--- config.mk ---
export PLATFORM = sky130hd
export DESIGN_NAME = hashed_block_buffer_cache_core_flat
export DESIGN_NICKNAME = d
export VERILOG_FILES = /design/src/rtl/hbbc_pkg.sv /design/src/rtl/hbbc_if.sv /design/src/rtl/hbbc_ctrl.sv /design/src/rtl/hbbc_dp.sv /design/src/rtl/hashed_block_buffer_cache_core.sv /design/src/flat_wrapper.sv
export SDC_FILE = /design/constraint.sdc
export NUM_CORES = 2
export LEC_CHECK = 0
export CAP_MARGIN = 20
export CORE_MARGIN = 4
export CORE_UTILIZATION = 35
export CTS_CLUSTER_DIAMETER = 30
export DETAILED_ROUTE_END_ITERATION = 8
export DONT_BUFFER_PORTS = 1
export HOLD_SLACK_MARGIN = 0.08
export PLACE_DENSITY = 0.55
export SLEW_MARGIN = 20
export SYNTH_ARGS = -nofsm -noshare
export SYNTH_HDL_FRONTEND = slang
export SYNTH_SLANG_ARGS = --single-unit
export TNS_END_PERCENT = 1
--- constraint.sdc ---
create_clock -name i_clk -period 8.2 [get_ports i_clk]
set_input_delay 1.64 -clock i_clk [delete_from_list [all_inputs] [get_ports i_clk]]
set_output_delay 1.64 -clock i_clk [all_outputs]
set_load 0.01 [all_outputs]
--- src/rtl/hbbc_pkg.sv ---
// Package for the hashed block buffer cache: sizes, opcodes, status codes, FSM states.
// No dependencies.
`timescale 1ns / 1ps
package hbbc_pkg;
    localparam int NumBuffers = 30;
    localparam int NumBuckets = 13;
    localparam int SlotW      = 5;
    localparam int CountW     = 8;
    localparam logic [SlotW-1:0] NullLink = 5'd31;
    localparam logic [CountW-1:0] CountMax = 8'd255;

    typedef enum logic [1:0] {
        OP_GET     = 2'd0,
        OP_RELEASE = 2'd1,
        OP_PIN     = 2'd2,
        OP_UNPIN   = 2'd3
    } t_op;

    typedef enum logic [1:0] {
        ST_OK        = 2'd0,
        ST_NO_FREE   = 2'd1,
        ST_UNDERFLOW = 2'd2,
        ST_OVERFLOW  = 2'd3
    } t_status;

    typedef enum logic [3:0] {
        S_RESET,
        S_IDLE,
        S_MOD,
        S_HIT_WALK,
        S_FREE_HEAD,
        S_FREE_WALK,
        S_UNLINK_WALK,
        S_CLAIM,
        S_COUNT,
        S_DONE
    } t_state;

    // Controller -> datapath commands.
    typedef struct packed {
        logic load;        // latch input word
        logic mod_step;    // one step of block mod buckets (quotient latch or subtract)
        logic init_step;   // reset sweep over chains
        logic hit_step;    // advance hit walk cursor
        logic bk_load;     // load cursor from scan bucket head
        logic free_step;   // advance free walk cursor
        logic bk_next;     // move scan to next bucket
        logic unl_start;   // start unlink walk
        logic unl_step;    // advance unlink walk
        logic claim;       // retag + move to target head
        logic hit_apply;   // apply hit
        logic count_apply; // apply release/pin/unpin
        logic fail;        // no free buffer
    } t_cmd;

    // Datapath -> controller status.
    typedef struct packed {
        logic init_done;
        logic mod_done;
        logic is_get;
        logic cur_null;
        logic cur_match;
        logic cur_free;
        logic walk_over;
        logic scan_over;
        logic same_bucket;
        logic unl_done;
    } t_stat;
endpackage

--- src/rtl/hbbc_if.sv ---
// Valid/ready channel interface carrying a payload word.
// Depends on nothing.
`timescale 1ns / 1ps
interface hbbc_in_if;
    logic        valid;
    logic        ready;
    logic [1:0]  opcode;
    logic [7:0]  device;
    logic [15:0] block_number;
    logic [4:0]  buffer_slot;
    modport source (output valid, opcode, device, block_number, buffer_slot, input ready);
    modport sink   (input valid, opcode, device, block_number, buffer_slot, output ready);
endinterface

interface hbbc_out_if;
    logic       valid;
    logic       ready;
    logic [4:0] granted_slot;
    logic       was_hit;
    logic       needs_read;
    logic [1:0] status;
    modport source (output valid, granted_slot, was_hit, needs_read, status, input ready);
    modport sink   (input valid, granted_slot, was_hit, needs_read, status, output ready);
endinterface

--- src/rtl/hbbc_ctrl.sv ---
// Controller FSM for the buffer cache: sequences walks and updates.
// Depends on hbbc_pkg.
`timescale 1ns / 1ps
module hbbc_ctrl (
    input  logic             i_clk,
    input  logic             i_rst_n,
    input  logic             i_in_valid,
    output logic             o_in_ready,
    input  logic             i_out_busy,
    output logic             o_out_set,
    input  hbbc_pkg::t_stat  i_stat,
    output hbbc_pkg::t_cmd   o_cmd
);
    hbbc_pkg::t_state r_state, n_state;

    // State register
    always_ff @(posedge i_clk) begin
        if (!i_rst_n) r_state <= hbbc_pkg::S_RESET;
        else          r_state <= n_state;
    end

    // Next state
    always_comb begin
        n_state = r_state;
        case (r_state)
            hbbc_pkg::S_RESET: if (i_stat.init_done) n_state = hbbc_pkg::S_IDLE;
            hbbc_pkg::S_IDLE: if (i_in_valid) n_state = hbbc_pkg::S_MOD;
            hbbc_pkg::S_MOD: begin
                if (i_stat.mod_done)
                    n_state = i_stat.is_get ? hbbc_pkg::S_HIT_WALK : hbbc_pkg::S_COUNT;
            end
            hbbc_pkg::S_HIT_WALK: begin
                if (i_stat.cur_null || i_stat.walk_over) n_state = hbbc_pkg::S_FREE_HEAD;
                else if (i_stat.cur_match) n_state = hbbc_pkg::S_DONE;
            end
            hbbc_pkg::S_FREE_HEAD: n_state = hbbc_pkg::S_FREE_WALK;
            hbbc_pkg::S_FREE_WALK: begin
                if (i_stat.cur_null || i_stat.walk_over) begin
                    if (i_stat.scan_over) n_state = hbbc_pkg::S_DONE;
                    else                  n_state = hbbc_pkg::S_FREE_HEAD;
                end else if (i_stat.cur_free) begin
                    n_state = i_stat.same_bucket ? hbbc_pkg::S_CLAIM
                                                 : hbbc_pkg::S_UNLINK_WALK;
                end
            end
            hbbc_pkg::S_UNLINK_WALK: if (i_stat.unl_done) n_state = hbbc_pkg::S_CLAIM;
            hbbc_pkg::S_CLAIM: n_state = hbbc_pkg::S_DONE;
            hbbc_pkg::S_COUNT: n_state = hbbc_pkg::S_DONE;
            hbbc_pkg::S_DONE:  if (!i_out_busy) n_state = hbbc_pkg::S_IDLE;
            default: n_state = hbbc_pkg::S_RESET;
        endcase
    end

    // Outputs
    always_comb begin
        o_cmd = '0;
        o_in_ready = 1'b0;
        o_out_set = 1'b0;
        case (r_state)
            hbbc_pkg::S_RESET: o_cmd.init_step = 1'b1;
            hbbc_pkg::S_IDLE: begin
                o_in_ready = 1'b1;
                o_cmd.load = i_in_valid;
            end
            hbbc_pkg::S_MOD: o_cmd.mod_step = 1'b1;
            hbbc_pkg::S_HIT_WALK: begin
                if (!(i_stat.cur_null || i_stat.walk_over)) begin
                    if (i_stat.cur_match) o_cmd.hit_apply = 1'b1;
                    else                  o_cmd.hit_step = 1'b1;
                end
            end
            hbbc_pkg::S_FREE_HEAD: o_cmd.bk_load = 1'b1;
            hbbc_pkg::S_FREE_WALK: begin
                if (i_stat.cur_null || i_stat.walk_over) begin
                    if (i_stat.scan_over) o_cmd.fail = 1'b1;
                    else                  o_cmd.bk_next = 1'b1;
                end else if (i_stat.cur_free) begin
                    if (!i_stat.same_bucket) o_cmd.unl_start = 1'b1;
                end else begin
                    o_cmd.free_step = 1'b1;
                end
            end
            hbbc_pkg::S_UNLINK_WALK: o_cmd.unl_step = 1'b1;
            hbbc_pkg::S_CLAIM: o_cmd.claim = 1'b1;
            hbbc_pkg::S_COUNT: o_cmd.count_apply = 1'b1;
            hbbc_pkg::S_DONE: o_out_set = !i_out_busy;
            default: ;
        endcase
    end

`ifndef SYNTHESIS
    a_ready_idle: assert property (@(posedge i_clk) disable iff (!i_rst_n)
        o_in_ready |-> r_state == hbbc_pkg::S_IDLE) else $error("ready outside idle");
    a_one_walk: assert property (@(posedge i_clk) disable iff (!i_rst_n)
        $onehot0({o_cmd.hit_step, o_cmd.free_step, o_cmd.unl_step, o_cmd.claim}))
        else $error("conflicting walk commands");
    a_set_free: assert property (@(posedge i_clk) disable iff (!i_rst_n)
        o_out_set |-> !i_out_busy) else $error("result overwrite");
`endif
endmodule

--- src/rtl/hbbc_dp.sv ---
// Datapath for the buffer cache: tag/count/link registers, walk cursors, result word.
// Depends on hbbc_pkg.
`timescale 1ns / 1ps
module hbbc_dp #(
    parameter int NUM_BUFFERS = hbbc_pkg::NumBuffers,
    parameter int NUM_BUCKETS = hbbc_pkg::NumBuckets
) (
    input  logic            i_clk,
    input  logic            i_rst_n,
    input  hbbc_pkg::t_cmd  i_cmd,
    output hbbc_pkg::t_stat o_stat,
    input  logic [1:0]      i_opcode,
    input  logic [7:0]      i_device,
    input  logic [15:0]     i_block_number,
    input  logic [4:0]      i_buffer_slot,
    output logic [4:0]      o_granted_slot,
    output logic            o_was_hit,
    output logic            o_needs_read,
    output logic [1:0]      o_status
);
    localparam int BkW = (NUM_BUCKETS > 1) ? $clog2(NUM_BUCKETS) : 1;
    localparam int StepW = $clog2(NUM_BUFFERS + 1);
    localparam logic [4:0] LastSlot = 5'(NUM_BUFFERS - 1);
    localparam logic [15:0] BkDiv = 16'(NUM_BUCKETS);
    localparam int NumInit = NUM_BUFFERS + NUM_BUCKETS;
    localparam int InitW = $clog2(NumInit + 1);
    localparam logic [BkW-1:0] BkLast = BkW'(NUM_BUCKETS - 1);
    // reciprocal of the bucket count, scaled by 2^24; exact for 16-bit blocks
    localparam logic [24:0] ModMul = 25'(((2 ** 24) + NUM_BUCKETS - 1) / NUM_BUCKETS);

    // Per-buffer state
    logic [7:0]  r_tag_dev  [NUM_BUFFERS];
    logic [15:0] r_tag_blk  [NUM_BUFFERS];
    logic [7:0]  r_count    [NUM_BUFFERS];
    logic        r_cvalid   [NUM_BUFFERS];
    logic [4:0]  r_link     [NUM_BUFFERS];
    logic [4:0]  r_head     [NUM_BUCKETS];

    // Input word and working registers
    logic [1:0]  r_op;
    logic [7:0]  r_dev;
    logic [15:0] r_blk;
    logic [15:0] r_rem;
    logic [15:0] r_quo;
    logic        r_quo_ok;
    logic [4:0]  r_slot;
    logic [4:0]  r_cur, r_prev;
    logic [BkW-1:0] r_target, r_bk;
    logic [BkW:0]   r_bk_cnt;
    logic [StepW-1:0] r_steps;
    logic [4:0]  r_victim;
    logic [InitW-1:0] r_init;

    logic        cur_valid;
    logic [4:0]  cur_next;
    logic [4:0]  head_tgt;
    logic [4:0]  victim_next;
    logic        slot_ok;
    logic [7:0]  slot_cnt;
    logic [39:0] mod_prod;
    logic [15:0] quo_mul;

    assign cur_valid   = r_cur < 5'(NUM_BUFFERS);
    assign cur_next    = cur_valid ? r_link[r_cur] : hbbc_pkg::NullLink;
    assign head_tgt    = r_head[r_target];
    assign victim_next = (r_victim < 5'(NUM_BUFFERS)) ? r_link[r_victim] : hbbc_pkg::NullLink;
    assign slot_ok     = r_slot < 5'(NUM_BUFFERS);
    assign slot_cnt    = slot_ok ? r_count[r_slot] : 8'd0;

    // Bucket hash: quotient by reciprocal multiply, then one subtract
    assign mod_prod = {24'd0, r_rem} * {15'd0, ModMul};
    assign quo_mul  = r_quo * BkDiv;

    // Status to controller
    always_comb begin
        o_stat = '0;
        o_stat.init_done   = r_init == InitW'(NumInit);
        o_stat.mod_done    = r_rem < BkDiv;
        o_stat.is_get      = r_op == hbbc_pkg::OP_GET;
        o_stat.cur_null    = !cur_valid;
        o_stat.cur_match   = cur_valid && r_tag_dev[r_cur] == r_dev && r_tag_blk[r_cur] == r_blk;
        o_stat.cur_free    = cur_valid && r_count[r_cur] == 8'd0;
        o_stat.walk_over   = r_steps >= StepW'(NUM_BUFFERS);
        o_stat.scan_over   = r_bk_cnt >= (BkW+1)'(NUM_BUCKETS - 1);
        o_stat.same_bucket = r_bk == r_target;
        o_stat.unl_done    = (r_prev == hbbc_pkg::NullLink) || !(r_prev < 5'(NUM_BUFFERS))
                             || r_link[r_prev] == r_victim || r_steps >= StepW'(NUM_BUFFERS);
    end

    // Control registers and walk cursors
    always_ff @(posedge i_clk) begin
        if (!i_rst_n) begin
            r_init <= '0;
        end else if (i_cmd.init_step && r_init != InitW'(NumInit)) begin
            r_init <= r_init + 1'b1;
        end
    end

    always_ff @(posedge i_clk) begin
        if (i_cmd.load) begin
            r_op     <= i_opcode;
            r_dev    <= i_device;
            r_blk    <= i_block_number;
            r_rem    <= i_block_number;
            r_quo_ok <= 1'b0;
            r_slot   <= i_buffer_slot;
        end
        // block mod buckets: latch quotient, then subtract its multiple
        if (i_cmd.mod_step) begin
            if (r_rem >= BkDiv) begin
                if (!r_quo_ok) begin
                    r_quo    <= mod_prod[39:24];
                    r_quo_ok <= 1'b1;
                end else begin
                    r_rem <= r_rem - quo_mul;
                end
            end else begin
                r_target <= BkW'(r_rem);
                r_bk     <= BkW'(r_rem);
                r_bk_cnt <= '0;
                r_cur    <= r_head[BkW'(r_rem)];
                r_steps  <= '0;
            end
        end
        if (i_cmd.hit_step || i_cmd.free_step) begin
            r_cur   <= cur_next;
            r_steps <= r_steps + 1'b1;
        end
        if (i_cmd.bk_load) begin
            r_cur   <= r_head[r_bk];
            r_steps <= '0;
        end
        if (i_cmd.bk_next) begin
            r_bk     <= (r_bk == BkLast) ? '0 : r_bk + 1'b1;
            r_bk_cnt <= r_bk_cnt + 1'b1;
        end
        if (i_cmd.unl_start) begin
            r_victim <= r_cur;
            r_prev   <= r_head[r_bk];
            r_steps  <= '0;
        end
        if (i_cmd.unl_step) begin
            if (!((r_prev == hbbc_pkg::NullLink) || !(r_prev < 5'(NUM_BUFFERS))
                  || r_link[r_prev] == r_victim)) begin
                r_prev  <= r_link[r_prev];
                r_steps <= r_steps + 1'b1;
            end
        end
    end

    // Buffer state updates
    always_ff @(posedge i_clk) begin
        if (!i_rst_n) begin
            for (int i = 0; i < NUM_BUFFERS; i++) begin
                r_tag_dev[i] <= '0;
                r_tag_blk[i] <= '0;
                r_count[i]   <= '0;
                r_cvalid[i]  <= 1'b0;
                r_link[i]    <= (i == 0) ? hbbc_pkg::NullLink : 5'(i - 1);
            end
            for (int b = 0; b < NUM_BUCKETS; b++)
                r_head[b] <= (b == 0) ? LastSlot : hbbc_pkg::NullLink;
        end else begin
            if (i_cmd.hit_apply) begin
                if (r_count[r_cur] != hbbc_pkg::CountMax) r_count[r_cur] <= r_count[r_cur] + 1'b1;
                r_cvalid[r_cur] <= 1'b1;
            end
            if (i_cmd.unl_step && r_head[r_bk] == r_victim) begin
                r_head[r_bk] <= victim_next;
            end else if (i_cmd.unl_step && r_prev < 5'(NUM_BUFFERS)
                         && r_link[r_prev] == r_victim) begin
                r_link[r_prev] <= victim_next;
            end
            if (i_cmd.claim) begin
                r_count[r_cur]   <= 8'd1;
                r_tag_dev[r_cur] <= r_dev;
                r_tag_blk[r_cur] <= r_blk;
                r_cvalid[r_cur]  <= 1'b1;
                if (r_bk != r_target) begin
                    r_link[r_cur]    <= head_tgt;
                    r_head[r_target] <= r_cur;
                end
            end
            if (i_cmd.count_apply && slot_ok) begin
                if (r_op == hbbc_pkg::OP_PIN) begin
                    if (slot_cnt != hbbc_pkg::CountMax) r_count[r_slot] <= slot_cnt + 1'b1;
                end else if (slot_cnt != 8'd0) begin
                    r_count[r_slot] <= slot_cnt - 1'b1;
                end
            end
        end
    end

    // Result word
    always_ff @(posedge i_clk) begin
        if (i_cmd.hit_apply) begin
            o_granted_slot <= r_cur;
            o_was_hit      <= 1'b1;
            o_needs_read   <= !r_cvalid[r_cur];
            o_status       <= (r_count[r_cur] == hbbc_pkg::CountMax) ? hbbc_pkg::ST_OVERFLOW
                                                                     : hbbc_pkg::ST_OK;
        end
        if (i_cmd.claim) begin
            o_granted_slot <= r_cur;
            o_was_hit      <= 1'b0;
            o_needs_read   <= 1'b1;
            o_status       <= hbbc_pkg::ST_OK;
        end
        if (i_cmd.fail) begin
            o_granted_slot <= '0;
            o_was_hit      <= 1'b0;
            o_needs_read   <= 1'b0;
            o_status       <= hbbc_pkg::ST_NO_FREE;
        end
        if (i_cmd.count_apply) begin
            o_granted_slot <= r_slot;
            o_was_hit      <= 1'b0;
            o_needs_read   <= 1'b0;
            if (!slot_ok)                          o_status <= hbbc_pkg::ST_OK;
            else if (r_op == hbbc_pkg::OP_PIN)
                o_status <= (slot_cnt == hbbc_pkg::CountMax) ? hbbc_pkg::ST_OVERFLOW
                                                             : hbbc_pkg::ST_OK;
            else o_status <= (slot_cnt == 8'd0) ? hbbc_pkg::ST_UNDERFLOW : hbbc_pkg::ST_OK;
        end
    end

`ifndef SYNTHESIS
    a_claim_free: assert property (@(posedge i_clk) disable iff (!i_rst_n)
        i_cmd.claim |-> cur_valid && r_count[r_cur] == 8'd0) else $error("claim of busy buffer");
    a_claim_one: assert property (@(posedge i_clk) disable iff (!i_rst_n)
        i_cmd.claim |=> r_count[$past(r_cur)] == 8'd1) else $error("claim count");
    a_target_rng: assert property (@(posedge i_clk) disable iff (!i_rst_n)
        i_cmd.bk_load |-> r_bk <= BkLast) else $error("bucket out of range");
`endif
endmodule

--- src/rtl/hashed_block_buffer_cache_core.sv ---
// Flow (input word taken to result valid): release/pin/unpin pass S_MOD, S_COUNT, S_DONE;
// get walks the hit chain, and the hash adds a quotient latch and a subtract when
// block_number >= NUM_BUCKETS. A miss also scans buckets, walks their links and unlinks.
// One word in flight; the next is taken in the cycle after the result register loads, and
// the result register waits in S_DONE while the receiver stalls.
// Reset: synchronous active low; state restores at once, input ready after release once
// the S_RESET init sweep over NUM_BUFFERS+NUM_BUCKETS entries completes.
`timescale 1ns / 1ps
module hashed_block_buffer_cache_core #(
    parameter int NUM_BUFFERS = hbbc_pkg::NumBuffers,
    parameter int NUM_BUCKETS = hbbc_pkg::NumBuckets
) (
    input logic    i_clk,
    input logic    i_rst_n,
    hbbc_in_if.sink    in_ch,
    hbbc_out_if.source out_ch
);
    hbbc_pkg::t_cmd  cmd;
    hbbc_pkg::t_stat stat;
    logic out_set;
    logic r_out_valid;
    logic [4:0] res_slot;
    logic       res_hit;
    logic       res_rd;
    logic [1:0] res_status;
    logic [4:0] r_out_slot;
    logic       r_out_hit;
    logic       r_out_rd;
    logic [1:0] r_out_status;

    // Output valid register
    always_ff @(posedge i_clk) begin
        if (!i_rst_n)                          r_out_valid <= 1'b0;
        else if (out_set)                      r_out_valid <= 1'b1;
        else if (out_ch.ready)                 r_out_valid <= 1'b0;
    end
    assign out_ch.valid = r_out_valid;

    // Output word register, held while the receiver stalls
    always_ff @(posedge i_clk) begin
        if (out_set) begin
            r_out_slot   <= res_slot;
            r_out_hit    <= res_hit;
            r_out_rd     <= res_rd;
            r_out_status <= res_status;
        end
    end
    assign out_ch.granted_slot = r_out_slot;
    assign out_ch.was_hit      = r_out_hit;
    assign out_ch.needs_read   = r_out_rd;
    assign out_ch.status       = r_out_status;

    hbbc_ctrl u_ctrl (
        .i_clk      (i_clk),
        .i_rst_n    (i_rst_n),
        .i_in_valid (in_ch.valid),
        .o_in_ready (in_ch.ready),
        .i_out_busy (r_out_valid && !out_ch.ready),
        .o_out_set  (out_set),
        .i_stat     (stat),
        .o_cmd      (cmd)
    );

    hbbc_dp #(.NUM_BUFFERS(NUM_BUFFERS), .NUM_BUCKETS(NUM_BUCKETS)) u_dp (
        .i_clk          (i_clk),
        .i_rst_n        (i_rst_n),
        .i_cmd          (cmd),
        .o_stat         (stat),
        .i_opcode       (in_ch.opcode),
        .i_device       (in_ch.device),
        .i_block_number (in_ch.block_number),
        .i_buffer_slot  (in_ch.buffer_slot),
        .o_granted_slot (res_slot),
        .o_was_hit      (res_hit),
        .o_needs_read   (res_rd),
        .o_status       (res_status)
    );
endmodule
--- src/flat_wrapper.sv ---
// flat-port wrapper written by rule: the top's interface ports become plain ports
module hashed_block_buffer_cache_core_flat 
#(
    parameter int NUM_BUFFERS = hbbc_pkg::NumBuffers,
    parameter int NUM_BUCKETS = hbbc_pkg::NumBuckets
)
  (i_clk, i_rst_n, in_ch_valid, in_ch_opcode, in_ch_device, in_ch_block_number, in_ch_buffer_slot, in_ch_ready, out_ch_valid, out_ch_granted_slot, out_ch_was_hit, out_ch_needs_read, out_ch_status, out_ch_ready);
  hbbc_in_if in_ch_i ();
  hbbc_out_if out_ch_i ();
  input logic i_clk;
  input logic i_rst_n;
  input wire logic [$bits(in_ch_i.valid)-1:0] in_ch_valid;
  input wire logic [$bits(in_ch_i.opcode)-1:0] in_ch_opcode;
  input wire logic [$bits(in_ch_i.device)-1:0] in_ch_device;
  input wire logic [$bits(in_ch_i.block_number)-1:0] in_ch_block_number;
  input wire logic [$bits(in_ch_i.buffer_slot)-1:0] in_ch_buffer_slot;
  output wire logic [$bits(in_ch_i.ready)-1:0] in_ch_ready;
  output wire logic [$bits(out_ch_i.valid)-1:0] out_ch_valid;
  output wire logic [$bits(out_ch_i.granted_slot)-1:0] out_ch_granted_slot;
  output wire logic [$bits(out_ch_i.was_hit)-1:0] out_ch_was_hit;
  output wire logic [$bits(out_ch_i.needs_read)-1:0] out_ch_needs_read;
  output wire logic [$bits(out_ch_i.status)-1:0] out_ch_status;
  input wire logic [$bits(out_ch_i.ready)-1:0] out_ch_ready;
  assign in_ch_i.valid = in_ch_valid;
  assign in_ch_i.opcode = in_ch_opcode;
  assign in_ch_i.device = in_ch_device;
  assign in_ch_i.block_number = in_ch_block_number;
  assign in_ch_i.buffer_slot = in_ch_buffer_slot;
  assign in_ch_ready = in_ch_i.ready;
  assign out_ch_valid = out_ch_i.valid;
  assign out_ch_granted_slot = out_ch_i.granted_slot;
  assign out_ch_was_hit = out_ch_i.was_hit;
  assign out_ch_needs_read = out_ch_i.needs_read;
  assign out_ch_status = out_ch_i.status;
  assign out_ch_i.ready = out_ch_ready;
  hashed_block_buffer_cache_core #(.NUM_BUFFERS(NUM_BUFFERS), .NUM_BUCKETS(NUM_BUCKETS)) u_core (.i_clk(i_clk), .i_rst_n(i_rst_n), .in_ch(in_ch_i), .out_ch(out_ch_i));
endmodule
* Word-level counts from Yosys, hierarchy flattened
Memories as Yosys holds them, arrays and structs flattened. A register that Yosys moved wholly into a read port is not among the register bits.
Index checks and enable logic that the tools add are counted.
** Word-level totals
- Bits in latches :: 0
- Memories :: 6
- RAM bits :: 1205
- Register bits :: 123
- ROM bits :: 0
- Output and inout bits :: 11
- Bits of input ports :: 35
** Cells by class
- Equal/unequal tests :: 33
- Shift-type cells :: 0
- Bitwise logic cells :: 5
- Div/mod/pow operators :: 0
- Add/sub/neg operators :: 8
- Multiplexer cells :: 159
- Multiply operators :: 2
- $lt $le $gt $ge :: 8
- Reductions and logical operators :: 46
** Memory list
- u_core.u_dp.r_tag_blk :: words 30, bits a word 16, read ports 1, clocked after memory_dff 1, write ports 30, line hbbc_dp.sv:33 : logic [15:0] r_tag_blk [NUM_BUFFERS];
- u_core.u_dp.r_count :: words 30, bits a word 8, read ports 2, clocked after memory_dff 2, write ports 30, line hbbc_dp.sv:34 : logic [7:0] r_count [NUM_BUFFERS];
- u_core.u_dp.r_tag_dev :: words 30, bits a word 8, read ports 1, clocked after memory_dff 1, write ports 30, line hbbc_dp.sv:32 : logic [7:0] r_tag_dev [NUM_BUFFERS];
- u_core.u_dp.r_link :: words 30, bits a word 5, read ports 3, clocked after memory_dff 3, write ports 30, line hbbc_dp.sv:36 : logic [4:0] r_link [NUM_BUFFERS];
- u_core.u_dp.r_head :: words 13, bits a word 5, read ports 3, clocked after memory_dff 3, write ports 13, line hbbc_dp.sv:37 : logic [4:0] r_head [NUM_BUCKETS];
- u_core.u_dp.r_cvalid :: words 30, bits a word 1, read ports 1, clocked after memory_dff 1, write ports 30, line hbbc_dp.sv:35 : logic r_cvalid [NUM_BUFFERS];
** Operators with widths (count)
- 5-bit 2-to-1 mux :: 41
- 16-bit 2-to-1 mux :: 5
- 1-bit 2-to-1 mux :: 77
- 4-bit 2-to-1 mux :: 19
- 8-bit 2-to-1 mux :: 6
- 4-bit one-hot mux with 9 select lines :: 1
- 16-bit by 19-bit multiplier with 35-bit output, second input constant :: 1
- 8-bit OR reduction :: 3
- 5-bit less-than comparator, second input constant :: 4
- 5-bit OR reduction :: 4
- 2-bit 2-to-1 mux :: 9
- 8-bit by 1-bit adder with 8-bit output, second input constant :: 2
- 16-bit == test :: 1
- 4-bit by 3-bit == test with 1-bit output, second input constant :: 4
- 8-bit == test, second input constant :: 2
- 16-bit by 4-bit >= comparator with 1-bit output, second input constant :: 1
- 8-bit logical NOT :: 2
- 16-bit by 4-bit less-than comparator with 1-bit output, second input constant :: 1
- 13-bit by 4-bit multiplier with 16-bit output, second input constant :: 1
- 8-bit != test, second input constant :: 2
- 16-bit OR reduction :: 1
- 16-bit subtractor :: 1
- 4-bit == test, second input constant :: 3
- 5-bit by 1-bit adder with 5-bit output, second input constant :: 2
- 37 further kinds :: 68

* Depth between registers and ports, before layout
- Word-level depth :: 13
- Gate-level depth with buffers :: 22

* Cells and area by module
From an unflattened synthesis, not the netlist that was laid out.
** Second synthesis, totals
- Cells, all modules :: 6111
- Area total of the unflattened synthesis :: 82080.0 um^2
** Modules (own cells, without submodules)
- hbbc_dp :: instances 1, area each 81254.2 um^2, cells each 6031
- hbbc_ctrl :: instances 1, area each 514.2 um^2, cells each 68
- hashed_block_buffer_cache_core :: instances 1, area each 311.5 um^2, cells each 12

* Worst setup path after synthesis
No wires, ideal clock.
- Kind :: reg2reg
- Start :: register u_core.u_dp.r_rem[2]
- End :: register u_core.u_dp.r_quo[11], data pin
- Path slack :: 2.259 ns
- Setup time :: 0.258 ns
- Data arrival time :: 5.683 ns
- Stages on the path, launching flop included :: 22
- Cell sequence :: dfxtp_1 > clkbuf_1 > inv_1 > fa_1 > fa_1 > inv_1 > fa_1 > fa_1 > fa_1 > inv_1 > fa_1 > inv_1 > ha_1 > o21ai_0 > nor2_1 > o21ai_0 > a211o_1 > a31oi_1 > a211o_1 > a21bo_2 > a21oi_1 > xnor2_1
** On the way
- Word-level cells in the longest chain between the ends :: 1
** RTL lines
- from (decl) :: line hbbc_dp.sv:43 : logic [15:0] r_rem;
- from (signal assigned) :: line hbbc_dp.sv:104 : r_rem <= i_block_number;
- from (signal assigned) :: line hbbc_dp.sv:115 : r_rem <= r_rem - quo_mul;
- 16-bit by 19-bit multiplier with 35-bit output :: line hbbc_dp.sv:71 : assign mod_prod = {24'd0, r_rem} * {15'd0, ModMul};
- net u_core.u_dp.mod_prod[35] :: line hbbc_dp.sv:60 : logic [39:0] mod_prod;
- to (signal assigned) :: line hbbc_dp.sv:112 : r_quo <= mod_prod[39:24];
- to (decl) :: line hbbc_dp.sv:44 : logic [15:0] r_quo;
The timed path passes the listed nets, and every way through them passes these cells.
A chain may end at the register's enable or synchronous reset.

* Worst setup path in the final report
- Start :: register u_core.u_dp.r_rem[2]
- End :: register u_core.u_dp.r_quo[12], data pin
Same word-level chain as after synthesis.

==> flow_metrics.env <==
export IMPL_cts_tree="done"
export IMPL_dpl_hpwl_mm=160
export IMPL_final_common_cell="edfxtp_1"
export IMPL_wl_met1_mm=103
export IMPL_clock_path_buffers=4
export IMPL_placeableCoreArea_sq_mm=0.222
export IMPL_avgSynthCellArea_sq_um=13.5
export IMPL_power_frac_clock_pct=31.5
export IMPL_vias=50500
export IMPL_ys_flop_type="edfxtp_1"
export IMPL_total_leakage_power_nw=33.3
export IMPL_synth_cell_types=100
export IMPL_wl_met2_mm=114
export IMPL_cts_sinks=1442
export IMPL_finalPower_mw=42.9
export IMPL_grt_max_degree=147
export IMPL_seq_power_share_pct=21.4
export IMPL_clock_skew_ps=75.4
export IMPL_power_switching_share_pct=37.4
export IMPL_chipHeight_microns=480
export IMPL_final_layout_size_suffix_gt1_share_pct=22.6
export IMPL_grt_pass1_wl_mm=359
export IMPL_fin_hold_ws_ps=428
export IMPL_drt_total_wl_mm=246
export IMPL_synthCells=5763
export IMPL_switchingPower_mw=16.0
export IMPL_cp_max_fo=15
export IMPL_ctsResizeCount=0
export IMPL_ys_seq_area_share_pct=54.3
export IMPL_io_pins=46
export IMPL_rsz0062_at_grt="false"
export IMPL_drtAntennaViolNets=0
export IMPL_cts_htree_levels=5
export IMPL_ir_worst_vdd_mv=3.73
export IMPL_gp_congestion=0.880
export IMPL_nets=6163
export IMPL_slew_viol_final=0
export IMPL_start_kind="register"
export IMPL_synth_edf_count=1347
export IMPL_grt_pass1_vias=51400
export IMPL_syn_area_sq_mm=0.0780
export IMPL_rows=173
export IMPL_worstSetupPathType="reg2reg"
export IMPL_maxUsedRoutingLayer="met5"
export IMPL_worst_pin_slew_ps=1150
export IMPL_relSlewSlack_pct=23.0
export IMPL_cts_root_buffer="clkbuf_16"
export IMPL_drc=0
export IMPL_first_pass_iters=6
export IMPL_clock_latency_ps=960
export IMPL_io_buffers=0
export IMPL_first_iter_violations=6031
export IMPL_crit_required_ps=8870
export IMPL_dr_wl_met3_mm=21.6
export IMPL_syn_num_nets=6114
export IMPL_grt_overflow=0
export IMPL_fmax_mhz=149
export IMPL_numCtsBuffers=343
export IMPL_drv_cap=0
export IMPL_initial_core_util_pct=35.1
export IMPL_area_growth_pct=18.7
export IMPL_wire_per_inst_microns=27.2
export IMPL_async_flop_share_pct=0
export IMPL_clk_pin_slew_ps=50
export IMPL_crit_path_end_kind="register"
export IMPL_vias_per_cell=5.58
export IMPL_yosysWarnings=0
export IMPL_track_usage_pct=21.1
export IMPL_p_comb_share_pct=47.1
export IMPL_setup_tns_ps=0
export IMPL_hold_violations=0
export IMPL_post_cts_buffers=0
export IMPL_die_area_sq_mm=0.231
export IMPL_setup_viol=0
export IMPL_run_status="completed"
export IMPL_p_int_mw=26.8
export IMPL_finalCritPeriodShare_pct=81.9
export IMPL_arrival_ps=7390
export IMPL_fp_dieW_microns=480
export IMPL_min_period_ps=6710
export IMPL_grt_antenna_before_repair=15
export IMPL_synth_seq_cells=1442
export IMPL_power_per_cell_area_mw_per_mm2=463
export IMPL_layout_common_cells="edfxtp_1, and2_1, mux4_2, nor2_1, clkbuf_16"
export IMPL_hold_class="reg2reg"
export IMPL_cts_hold_buf=0
[stage by stage]
stage               cells  cell area [sq um]  setup WS [ps]  util [%]
detailed placement   8439              81200           1510      36.5
CTS                  9046              92600           1460      41.7
global placement     8438              81100           1490      36.5
finish               9053              92700           1490      41.7
floorplan            5763              78000           2260         -
global route         9051              92700           1180      41.7
[power groups by stage]
stage / clock network (mW) / logic [mW] / registers, mW
6_report: 13.5 / 20.2 / 9.15
5_1_grt: 14.1 / 23.0 / 9.18
4_1_cts: 13.7 / 20.4 / 9.15
3_5_place_dp: 0 / 20.1 / 9.28
3_3_place_gp: 0 / 20.0 / 9.27
2_1_floorplan: 0 / 15.0 / 9.24
[layer usage]
| metal | up-vias | track usage [%] |
|---|---|---|
| met2 | 2289 | 33.1 |
| met5 | - | 0 |
| met3 | 438 | 4.92 |
| met1 | 26100 | 29.1 |
| li1 | 21700 | - |
| met4 | 10 | 6.62 |
[path summary, 6_finish.rpt]
kind                      startpoint                       to  slack, ps  depth (start not counted)
max             u_core.u_dp.r_rem[2]    u_core.u_dp.r_quo[12]       1490                         20
min          u_core.u_dp.o_status[0]  u_core.out_ch.status[0]        430                          0
max reg2reg     u_core.u_dp.r_rem[2]    u_core.u_dp.r_quo[12]       1490                         20
min reg2reg  u_core.u_dp.o_status[0]  u_core.out_ch.status[0]        430                          0
[worst max-delay path, stage by stage, from the launching register on]
cell and delay [ps]:
dfxtp_1 800, inv_1 320, fa_1 600, fa_1 600, inv_1 80, fa_1 500, fa_1 460, fa_1 510
inv_1 50, fa_1 480, inv_1 50, ha_1 300, o21ai_0 110, nor2_1 120, o21ai_0 140, a211o_1 310
a31oi_1 340, a211o_1 300, nand2_1 80, a31oi_1 230, xor2_1 90
[sequential cells by signal, summed over array words and instances, names as in the netlist, 6 cells and up, named ones only]
signal / count
u_core.u_dp.r_blk: 16
u_core.u_dp.r_count: 256
u_core.u_dp.r_cvalid: 32
u_core.u_dp.r_dev: 8
u_core.u_dp.r_head: 80
u_core.u_dp.r_init: 6
u_core.u_dp.r_link: 160
u_core.u_dp.r_quo: 13
u_core.u_dp.r_rem: 16
u_core.u_dp.r_tag_blk: 512
u_core.u_dp.r_tag_dev: 256
[cells in the mapped netlist, drive strengths merged (13+ instances only)]
cell,n,share of area (%)
xnor2,39,0.44
a22o,36,0.40
xor2,22,0.25
nand4,23,0.19
o21a,41,0.39
nand3,70,0.45
inv,243,1.2
a22oi,128,1.2
mux4,462,13
buf,184,1.6
or2,26,0.21
and3,29,0.23
fa,117,3.0
nor3,177,1.1
nor2b,24,0.19
ha,199,3.2
nand2b,28,0.23
nor3b,14,0.14
or3,13,0.10
a221oi,17,0.20
nor4,13,0.14
and2,614,4.9
mux2,26,0.38
o22ai,18,0.14
a21oi,55,0.36
a21o,26,0.25
clkbuf,301,1.5
mux2i,237,3.0
o21ai,168,1.1
a31oi,40,0.42
dfxtp,95,2.4
edfxtp,1347,52
nor2,481,2.4
nand2,326,1.6
[cells by family (layout without fill, tap and decap cells)]
family          after synthesis  after routing  synth area share [%]
simple gates               1889           1889                  12.5
flops                      1442           1442                  54.3
buf+inv                     731           1042                  4.21
mux                         725            725                  16.8
compound gates              598            598                  5.34
fa+ha+maj                   316            316                  6.19
xor+xnor                     61             61                 0.685
other cells                   1              5               0.00480
[final cells by class]
cell class                 count  area (sq um)
fill                       20300        129000
sequential                  1442         42400
multi-input combinational   3590         32700
clock buffer                 395          8940
tap                         2975          3720
clock inverter               212          2500
timing repair buffer         189          1510
inverter                     246           925
antenna                        4          10.0
No activity file was read; power rests on OpenSTA's default activity.
